File: config.mk
export PLATFORM = sky130hd
export DESIGN_NAME = min_tracking_stack_top
export DESIGN_NICKNAME = d
export VERILOG_FILES = /design/src/hdl/mts_pkg.sv /design/src/hdl/min_tracking_stack_top.sv /design/src/hdl/mts_ram.sv
export SDC_FILE = /design/constraint.sdc
export NUM_CORES = 2
export LEC_CHECK = 0
export CORE_UTILIZATION = 30
export DETAILED_ROUTE_END_ITERATION = 7
export DONT_BUFFER_PORTS = 1
export PLACE_DENSITY = 0.5
export SLEW_MARGIN = 20
export SYNTH_ARGS = -nofsm -noshare
export SYNTH_HDL_FRONTEND = slang
export SYNTH_SLANG_ARGS = --single-unit
File: constraint.sdc
create_clock -name clk -period 13.72 [get_ports clk]
set_input_delay 0.686 -clock clk [delete_from_list [all_inputs] [get_ports clk]]
set_output_delay 0.686 -clock clk [all_outputs]
set_load 0.01 [all_outputs]
File: src/hdl/mts_pkg.sv
// shared types, codes and defaults for the minimum tracking stack
package mts_pkg;

  // default number of entries on each stack
  localparam int DEPTH_DEF = 64;

  // operation selector codes
  localparam logic FUNC_PUSH = 1'b0;
  localparam logic FUNC_POP  = 1'b1;

  // result status codes
  localparam logic [1:0] STATUS_OK        = 2'd0;
  localparam logic [1:0] STATUS_POP_EMPTY = 2'd1;
  localparam logic [1:0] STATUS_PUSH_FULL = 2'd2;

  // one input item
  typedef struct packed {
    logic               func;
    logic signed [31:0] value;
  } in_item_t;

  // one result item
  typedef struct packed {
    logic signed [31:0] popped;
    logic signed [31:0] current_min;
    logic               min_valid;
    logic [6:0]         depth_now;
    logic [1:0]         status;
  } out_item_t;

endpackage

File: src/hdl/min_tracking_stack_top.sv
// minimum tracking stack: data stack plus auxiliary minimum stack in two rams
//
//   channel   direction   handshake            payload
//   in        input       in_valid/in_stall    in_item_t  (func, value)
//   out       output      out_valid/out_stall  out_item_t (popped, current_min,
//                                              min_valid, depth_now, status)
//
// a push and any rejected operation have their result registered at the transfer
// edge. a successful pop goes through the pop state: the tops below the cached
// tops come back from the rams in the cycle after the read is issued.
// rst is synchronous and empties both stacks; ram contents are not cleared.
// a new item is taken only in the idle state and only when the output
// register is empty or is being drained in the same cycle.
module min_tracking_stack_top
  import mts_pkg::*;
#(
  parameter int DEPTH = DEPTH_DEF
) (
  input  logic      clk,
  input  logic      rst,
  input  logic      in_valid,
  output logic      in_stall,
  input  in_item_t  in_data,
  output logic      out_valid,
  input  logic      out_stall,
  output out_item_t out_data
);

  localparam int AW = (DEPTH > 1) ? $clog2(DEPTH) : 1;
  localparam int CW = $clog2(DEPTH + 1);

  typedef enum logic {S_IDLE, S_POP} state_t;

  state_t             state;
  logic [CW-1:0]      data_count;
  logic [CW-1:0]      min_count;
  logic signed [31:0] data_top;
  logic signed [31:0] min_top;
  logic signed [31:0] popped_r;
  logic               pop_min_r;

  logic               in_accept;
  logic               is_push;
  logic               full;
  logic               empty;
  logic               data_we;
  logic               min_we;
  logic               pop_ok;
  logic               pop_min;
  logic               out_load;
  logic [CW-1:0]      data_count_inc;
  logic [CW-1:0]      data_rd_idx;
  logic [CW-1:0]      min_rd_idx;
  logic signed [31:0] data_rdata;
  logic signed [31:0] min_rdata;
  logic signed [31:0] push_min;
  logic signed [31:0] pop_min_new;

  // low seven bits of a count
  function automatic logic [6:0] depth7(input logic [CW-1:0] c);
    logic [31:0] w;
    w = 32'(c);
    return w[6:0];
  endfunction

  // handshake
  assign in_stall  = (state != S_IDLE) || (out_valid && out_stall);
  assign in_accept = in_valid && !in_stall;

  // operation decode
  assign is_push = (in_data.func == FUNC_PUSH);
  assign full    = (data_count == CW'(DEPTH));
  assign empty   = (data_count == '0);
  assign data_we = in_accept && is_push && !full;
  assign min_we  = data_we && ((min_count == '0) || (in_data.value <= min_top));
  assign pop_ok  = in_accept && !is_push && !empty;
  assign pop_min = (min_count != '0) && (data_top == min_top);

  // a result enters the output register this cycle
  assign out_load = (state == S_POP) || (in_accept && (is_push || empty));

  // addresses of the entries just below the cached tops
  assign data_count_inc = data_count + CW'(1);
  assign data_rd_idx    = data_count - CW'(2);
  assign min_rd_idx     = min_count - CW'(2);

  // minimum after a push and after a pop completes
  assign push_min    = min_we ? in_data.value : min_top;
  assign pop_min_new = pop_min_r ? min_rdata : min_top;

  mts_ram #(.DEPTH(DEPTH), .AW(AW)) u_data_ram (
    .clk   (clk),
    .we    (data_we),
    .waddr (data_count[AW-1:0]),
    .wdata (in_data.value),
    .raddr (data_rd_idx[AW-1:0]),
    .rdata (data_rdata)
  );

  mts_ram #(.DEPTH(DEPTH), .AW(AW)) u_min_ram (
    .clk   (clk),
    .we    (min_we),
    .waddr (min_count[AW-1:0]),
    .wdata (in_data.value),
    .raddr (min_rd_idx[AW-1:0]),
    .rdata (min_rdata)
  );

  // sequencer, cached tops and output register
  always_ff @(posedge clk) begin
    if (rst) begin
      state      <= S_IDLE;
      data_count <= '0;
      min_count  <= '0;
      out_valid  <= 1'b0;
    end else begin
      if (out_load) begin
        out_valid <= 1'b1;
      end else if (out_valid && !out_stall) begin
        out_valid <= 1'b0;
      end
      unique case (state)
        S_IDLE: begin
          if (in_accept) begin
            if (is_push) begin
              out_data.popped      <= '0;
              out_data.min_valid   <= 1'b1;
              if (full) begin
                out_data.current_min <= min_top;
                out_data.depth_now   <= depth7(data_count);
                out_data.status      <= STATUS_PUSH_FULL;
              end else begin
                data_count           <= data_count_inc;
                data_top             <= in_data.value;
                if (min_we) begin
                  min_count <= min_count + CW'(1);
                  min_top   <= in_data.value;
                end
                out_data.current_min <= push_min;
                out_data.depth_now   <= depth7(data_count_inc);
                out_data.status      <= STATUS_OK;
              end
            end else if (empty) begin
              out_data.popped      <= '0;
              out_data.current_min <= '0;
              out_data.min_valid   <= 1'b0;
              out_data.depth_now   <= '0;
              out_data.status      <= STATUS_POP_EMPTY;
            end else if (pop_ok) begin
              data_count <= data_count - CW'(1);
              if (pop_min) begin
                min_count <= min_count - CW'(1);
              end
              popped_r  <= data_top;
              pop_min_r <= pop_min;
              state     <= S_POP;
            end
          end
        end
        S_POP: begin
          data_top <= data_rdata;
          if (pop_min_r) begin
            min_top <= min_rdata;
          end
          out_data.popped      <= popped_r;
          out_data.current_min <= (data_count != '0) ? pop_min_new : 32'sd0;
          out_data.min_valid   <= (data_count != '0);
          out_data.depth_now   <= depth7(data_count);
          out_data.status      <= STATUS_OK;
          state                <= S_IDLE;
        end
        default: begin
          state <= S_IDLE;
        end
      endcase
    end
  end

endmodule

File: src/hdl/mts_ram.sv
// single write port, single read port synchronous ram with registered read data
module mts_ram
  import mts_pkg::*;
#(
  parameter int DEPTH = DEPTH_DEF,
  parameter int AW    = (DEPTH > 1) ? $clog2(DEPTH) : 1
) (
  input  logic               clk,
  input  logic               we,
  input  logic [AW-1:0]      waddr,
  input  logic signed [31:0] wdata,
  input  logic [AW-1:0]      raddr,
  output logic signed [31:0] rdata
);

  logic signed [31:0] mem [DEPTH];

  // write port
  always_ff @(posedge clk) begin
    if (we) begin
      mem[waddr] <= wdata;
    end
  end

  // read port, read data registered
  always_ff @(posedge clk) begin
    rdata <= mem[raddr];
  end

endmodule

==> run_summary.xml <==
<?xml version="1.0" encoding="UTF-8"?>
<metrics>
  <group name="route">
    <metric name="drt_iter0_markers" unit="">12200</metric>
    <metric name="route.detailed.drc" unit="">0</metric>
    <metric name="via_per_inst" unit="">5.32</metric>
    <metric name="via_count" unit="">79600</metric>
    <metric name="detail_route.wl_per_cell" unit="um">35.0</metric>
    <metric name="dr.pass1.iters" unit="">5</metric>
    <metric name="ant_nets" unit="">0</metric>
    <metric name="detail_route.wirelength" unit="um">524000</metric>
  </group>
  <group name="job">
    <metric name="drv_cap" unit="">0</metric>
  </group>
  <group name="floorplan">
    <metric name="die-area" unit="um2">559000</metric>
    <metric name="core_region_area" unit="um2">553000</metric>
    <metric name="dieWidth" unit="um">748</metric>
    <metric name="pin_count" unit="">113</metric>
    <metric name="floorplan.initialDensity" unit="%">30.1</metric>
    <metric name="die_span_y" unit="um">748</metric>
    <metric name="placementRows" unit="">273</metric>
  </group>
  <group name="sta">
    <metric name="period_needed" unit="ns">5.69</metric>
    <metric name="slew_viol_final" unit="">0</metric>
    <metric name="worst-slew-pin-transition" unit="ns">1.24</metric>
    <metric name="timing.final.hold_violations" unit="">0</metric>
    <metric name="timing.fmax" unit="MHz">176</metric>
    <metric name="timing.setup.tns" unit="ns">0</metric>
    <metric name="setup_repair_after_global_routing_missed_its_margin" unit="">false</metric>
    <metric name="holdWs" unit="ns">0.0653</metric>
    <metric name="fin_skew" unit="ns">0.0571</metric>
    <metric name="report.final.setup_viol" unit="">0</metric>
    <metric name="fin_crit_sh" unit="%">41.4</metric>
    <metric name="slew_headroom" unit="%">17.4</metric>
  </group>
  <group name="synth">
    <metric name="sequential_fraction_of_the_synthesis_area" unit="%">77.8</metric>
    <metric name="synthFlopType" unit="">sky130_fd_sc_hd__edfxtp_1</metric>
    <metric name="yosysUniqueCellTypes" unit="">59</metric>
    <metric name="post_synth.cell_area_avg" unit="um2">24.2</metric>
    <metric name="synth-seq-cells" unit="">4347</metric>
    <metric name="synth.net_count" unit="">6986</metric>
    <metric name="synthesis.area" unit="um2">167000</metric>
    <metric name="syn-instance-count" unit="">6899</metric>
    <metric name="synth-edff-count" unit="">4267</metric>
    <metric name="async_reset_ff_share" unit="%">0</metric>
    <metric name="synthesis.yosys.warnings" unit="">0</metric>
  </group>
  <group name="power">
    <metric name="peak_supply_drop" unit="V">0.000183</metric>
    <metric name="net-switching-power" unit="uW">9140</metric>
    <metric name="p_leak" unit="uW">0.0576</metric>
    <metric name="power.density" unit="nW/um2">172</metric>
    <metric name="swShare" unit="%">27.5</metric>
    <metric name="internal_power_contribution" unit="uW">24100</metric>
    <metric name="comb_power_share" unit="%">17.9</metric>
    <metric name="share_of_total_power_in_sequential_cells" unit="%">45.7</metric>
    <metric name="share_clk_of_total_power" unit="%">36.4</metric>
  </group>
  <group name="finish">
    <metric name="post_layout_nets" unit="">7335</metric>
    <metric name="area_delta_synth_final" unit="%">15.7</metric>
    <metric name="multi_input_comb_area" unit="um2">36200</metric>
    <metric name="post_route_cells_drive_above_1_share" unit="%">31.3</metric>
    <metric name="fillerInstances" unit="">50800</metric>
    <metric name="sequential_cell_area" unit="um2">130000</metric>
    <metric name="final_cell_area" unit="um2">193000</metric>
  </group>
  <group name="grt">
    <metric name="wire_length_of_the_first_global_routing_pass" unit="um">702000</metric>
    <metric name="grt_usage" unit="%">18.3</metric>
    <metric name="grt_max_degree" unit="">130</metric>
    <metric name="grt-ovfl-total" unit="">0</metric>
    <metric name="initial_antenna_violation_count" unit="">99</metric>
    <metric name="vias_in_the_first_global_route" unit="">78100</metric>
  </group>
  <group name="clock_network">
    <metric name="cts_resized" unit="">0</metric>
    <metric name="maximum_level_of_the_cts_h_tree" unit="">5</metric>
    <metric name="tritoncts" unit="">built</metric>
    <metric name="clk_root_buffer_cell" unit="">sky130_fd_sc_hd__clkbuf_16</metric>
    <metric name="cts-hold-fix-buffers" unit="">82</metric>
    <metric name="cts.path.max_buffers" unit="">4</metric>
    <metric name="clkSinkCount" unit="">4347</metric>
    <metric name="tritoncts.num_buffers" unit="">449</metric>
    <metric name="cts.clk_slew.worst_paths" unit="ns">0.06</metric>
    <metric name="clock_latency_at_the_later_pin_of_the_worst_skew_pair" unit="ns">1.02</metric>
    <metric name="post-cts-setup-buffer-count" unit="">0</metric>
  </group>
  <group name="critical_path">
    <metric name="critical_path.n_buffers_inverters" unit="">5</metric>
    <metric name="cp_slowest_stage_delay" unit="ns">0.89</metric>
    <metric name="timing.setup.critical_path_class" unit="">reg2reg</metric>
    <metric name="cp-start-kind" unit="">flip-flop</metric>
    <metric name="cp_slowest_cell" unit="">sky130_fd_sc_hd__dfxtp_4</metric>
    <metric name="timing.critical_path.fanout_max" unit="">39</metric>
    <metric name="crit_arrival" unit="ns">6.54</metric>
    <metric name="worst_ep_required_time" unit="ns">14.58</metric>
    <metric name="critPathMostFrequentCell" unit="">sky130_fd_sc_hd__buf_4</metric>
    <metric name="cp_cell_sequence" unit="">buf_4 &gt; buf_4 &gt; buf_4 &gt; buf_4 &gt; mux4_2 &gt; mux4_2 &gt; nor2b_1 &gt; a211oi_1 &gt; buf_4 &gt; a31oi_1</metric>
    <metric name="crit_family" unit="">buffers and inverters</metric>
    <metric name="setup.worst_path.end_class" unit="">flip-flop</metric>
  </group>
  <group name="min_path">
    <metric name="min-delay-path-class" unit="">in2reg</metric>
  </group>
  <group name="outcome">
    <metric name="run_status" unit="">complete, no violations</metric>
  </group>
  <group name="place">
    <metric name="dp_hpwl" unit="um">266000</metric>
    <metric name="routabilityCongestion" unit="">0.816</metric>
    <metric name="numPortBuffers" unit="">0</metric>
    <metric name="detailed_place.area" unit="um2">177000</metric>
  </group>
</metrics>
path summary, 6_finish.rpt:
kind | startpoint | endpoint | slack (ns) | cells after the start
setup / recovery | data_count[0] | u_data_ram.rdata[15] | 8.03 | 10
hold / removal | in_data[12] | u_data_ram.mem[9][12] | 0.07 | 1
setup reg to reg | data_count[0] | u_data_ram.rdata[15] | 8.03 | 10
hold reg to reg | data_top[0] | popped_r[0] | 0.51 | 0
metal layers:
metal,global-route usage [%],routed length [um],up-vias
met1,27.2,228000,44600
li1,-,-,30600
met2,27.4,235000,3856
met3,4.10,48600,587
met4,3.91,11700,20
met5,0,132,-
synthesized netlist by cell type (2+ instances only):
cell | number | area (um2)
sky130_fd_sc_hd__mux2i_1 | 87 | 871
sky130_fd_sc_hd__and2_1 | 40 | 250
sky130_fd_sc_hd__mux2_2 | 32 | 360
sky130_fd_sc_hd__or3_1 | 2 | 12.5
sky130_fd_sc_hd__a31oi_1 | 11 | 68.8
sky130_fd_sc_hd__buf_2 | 131 | 656
sky130_fd_sc_hd__a21o_1 | 3 | 22.5
sky130_fd_sc_hd__nand3_1 | 17 | 85.1
sky130_fd_sc_hd__xor2_1 | 25 | 219
sky130_fd_sc_hd__nand2_1 | 63 | 236
sky130_fd_sc_hd__and3_1 | 37 | 231
sky130_fd_sc_hd__o22ai_1 | 33 | 206
sky130_fd_sc_hd__nor2_1 | 115 | 432
sky130_fd_sc_hd__o31ai_1 | 5 | 37.5
sky130_fd_sc_hd__nor2b_1 | 42 | 263
sky130_fd_sc_hd__nand4b_1 | 4 | 35.0
sky130_fd_sc_hd__nor4_1 | 5 | 31.3
sky130_fd_sc_hd__inv_1 | 42 | 158
sky130_fd_sc_hd__xnor2_1 | 23 | 201
sky130_fd_sc_hd__o211ai_1 | 2 | 15.0
sky130_fd_sc_hd__a211oi_1 | 34 | 255
sky130_fd_sc_hd__ha_1 | 49 | 613
sky130_fd_sc_hd__nor3_1 | 15 | 75.1
sky130_fd_sc_hd__nand2b_1 | 2 | 12.5
sky130_fd_sc_hd__buf_6 | 10 | 113
sky130_fd_sc_hd__buf_4 | 21 | 158
sky130_fd_sc_hd__nor3b_1 | 2 | 15.0
sky130_fd_sc_hd__edfxtp_1 | 4267 | 128000
sky130_fd_sc_hd__nand4_1 | 15 | 93.8
sky130_fd_sc_hd__dfxtp_1 | 80 | 1600
sky130_fd_sc_hd__buf_1 | 30 | 113
sky130_fd_sc_hd__and4_1 | 9 | 78.8
sky130_fd_sc_hd__o21ai_1 | 3 | 15.0
sky130_fd_sc_hd__nor4b_1 | 4 | 35.0
sky130_fd_sc_hd__o21ai_0 | 15 | 75.1
sky130_fd_sc_hd__clkbuf_1 | 176 | 661
sky130_fd_sc_hd__a21oi_1 | 114 | 571
sky130_fd_sc_hd__mux4_2 | 1313 | 29600
power groups by stage:
stage / combinational, uW / clock, uW / sequential (uW)
3_3_place_gp: 5550 / 0 / 15400
2_1_floorplan: 3350 / 0 / 15200
3_5_place_dp: 5600 / 0 / 15400
6_report: 5950 / 12100 / 15200
4_1_cts: 5960 / 12300 / 15200
5_1_grt: 6170 / 12700 / 15200
kinds of logic (layout without fill, tap and decap cells):
| group | Yosys count | in the layout | synth area share, % |
|---|---|---|---|
| xor gates and xnor gates | 48 | 48 | 0.252 |
| other | 0 | 41 | 0 |
| muxes | 1433 | 1433 | 18.5 |
| DFF | 4347 | 4347 | 77.8 |
| and+or+nand+nor | 379 | 379 | 1.16 |
| adders and majority gates | 50 | 50 | 0.380 |
| buffers and inverters | 410 | 1146 | 1.11 |
| AOI/OAI and AO/OA | 232 | 232 | 0.841 |
worst register-to-register path, delay by kind of cell (launching register included):
family / cells / cell delay, ns
buffers and inverters: 5 / 3.02
muxes: 2 / 1.10
DFF: 1 / 0.89
AOI/OAI and AO/OA: 2 / 0.35
and+or+nand+nor: 1 / 0.20
flip-flops by register name, indices dropped and copies added (netlist names):
name	count
data_count	7
data_top	32
min_count	7
min_top	32
out_data	74
out_valid	1
pop_min_r	1
popped_r	32
state	1
u_data_ram.mem	2048
u_data_ram.rdata	32
u_min_ram.mem	2048
u_min_ram.rdata	32
stage by stage:
stage / setup slack, ns / instances / total power, uW / utilization (%)
final: 8.03 / 15000 / 33200 / 34.9
after detailed placement: 7.84 / 14000 / 21000 / 31.9
after floorplan: 8.13 / 6899 / 18500 / -
after CTS: 7.84 / 14900 / 33400 / 34.8
after global routing: 7.51 / 14900 / 34100 / 34.9
after global placement: 7.66 / 14000 / 21000 / 31.9
layout make-up:
type	instances	area share, %
flip-flops and latches	4347	67.2
multi-input cells	2142	18.7
clock buffers	583	6.25
well taps	7287	4.72
repair buffers	266	1.69
clock inverters	255	1.25
inverters	42	0.0817
diodes	41	0.0531
placed cells by master, fill, tap and decap left out, types with 33 or more instances in the layout:
cell type and n:
sky130_fd_sc_hd__dlygate4sd3_1 34, sky130_fd_sc_hd__edfxtp_1 4267, sky130_fd_sc_hd__buf_16 39, sky130_fd_sc_hd__inv_1 42
sky130_fd_sc_hd__o22ai_1 33, sky130_fd_sc_hd__ha_1 47, sky130_fd_sc_hd__mux2i_1 86, sky130_fd_sc_hd__a21oi_1 112
sky130_fd_sc_hd__clkbuf_1 105, sky130_fd_sc_hd__dfxtp_1 75, sky130_fd_sc_hd__bufinv_16 36, sky130_fd_sc_hd__and2_1 39
sky130_fd_sc_hd__nand2_1 60, sky130_fd_sc_hd__nor2_4 79, sky130_fd_sc_hd__nor2b_1 34, sky130_fd_sc_hd__clkinv_1 92
sky130_fd_sc_hd__mux4_2 1313, sky130_fd_sc_hd__clkbuf_16 452, sky130_fd_sc_hd__clkinv_2 85, sky130_fd_sc_hd__diode_2 41
sky130_fd_sc_hd__buf_4 159, sky130_fd_sc_hd__nor2_1 37
Power figures use the tool's default switching activity.
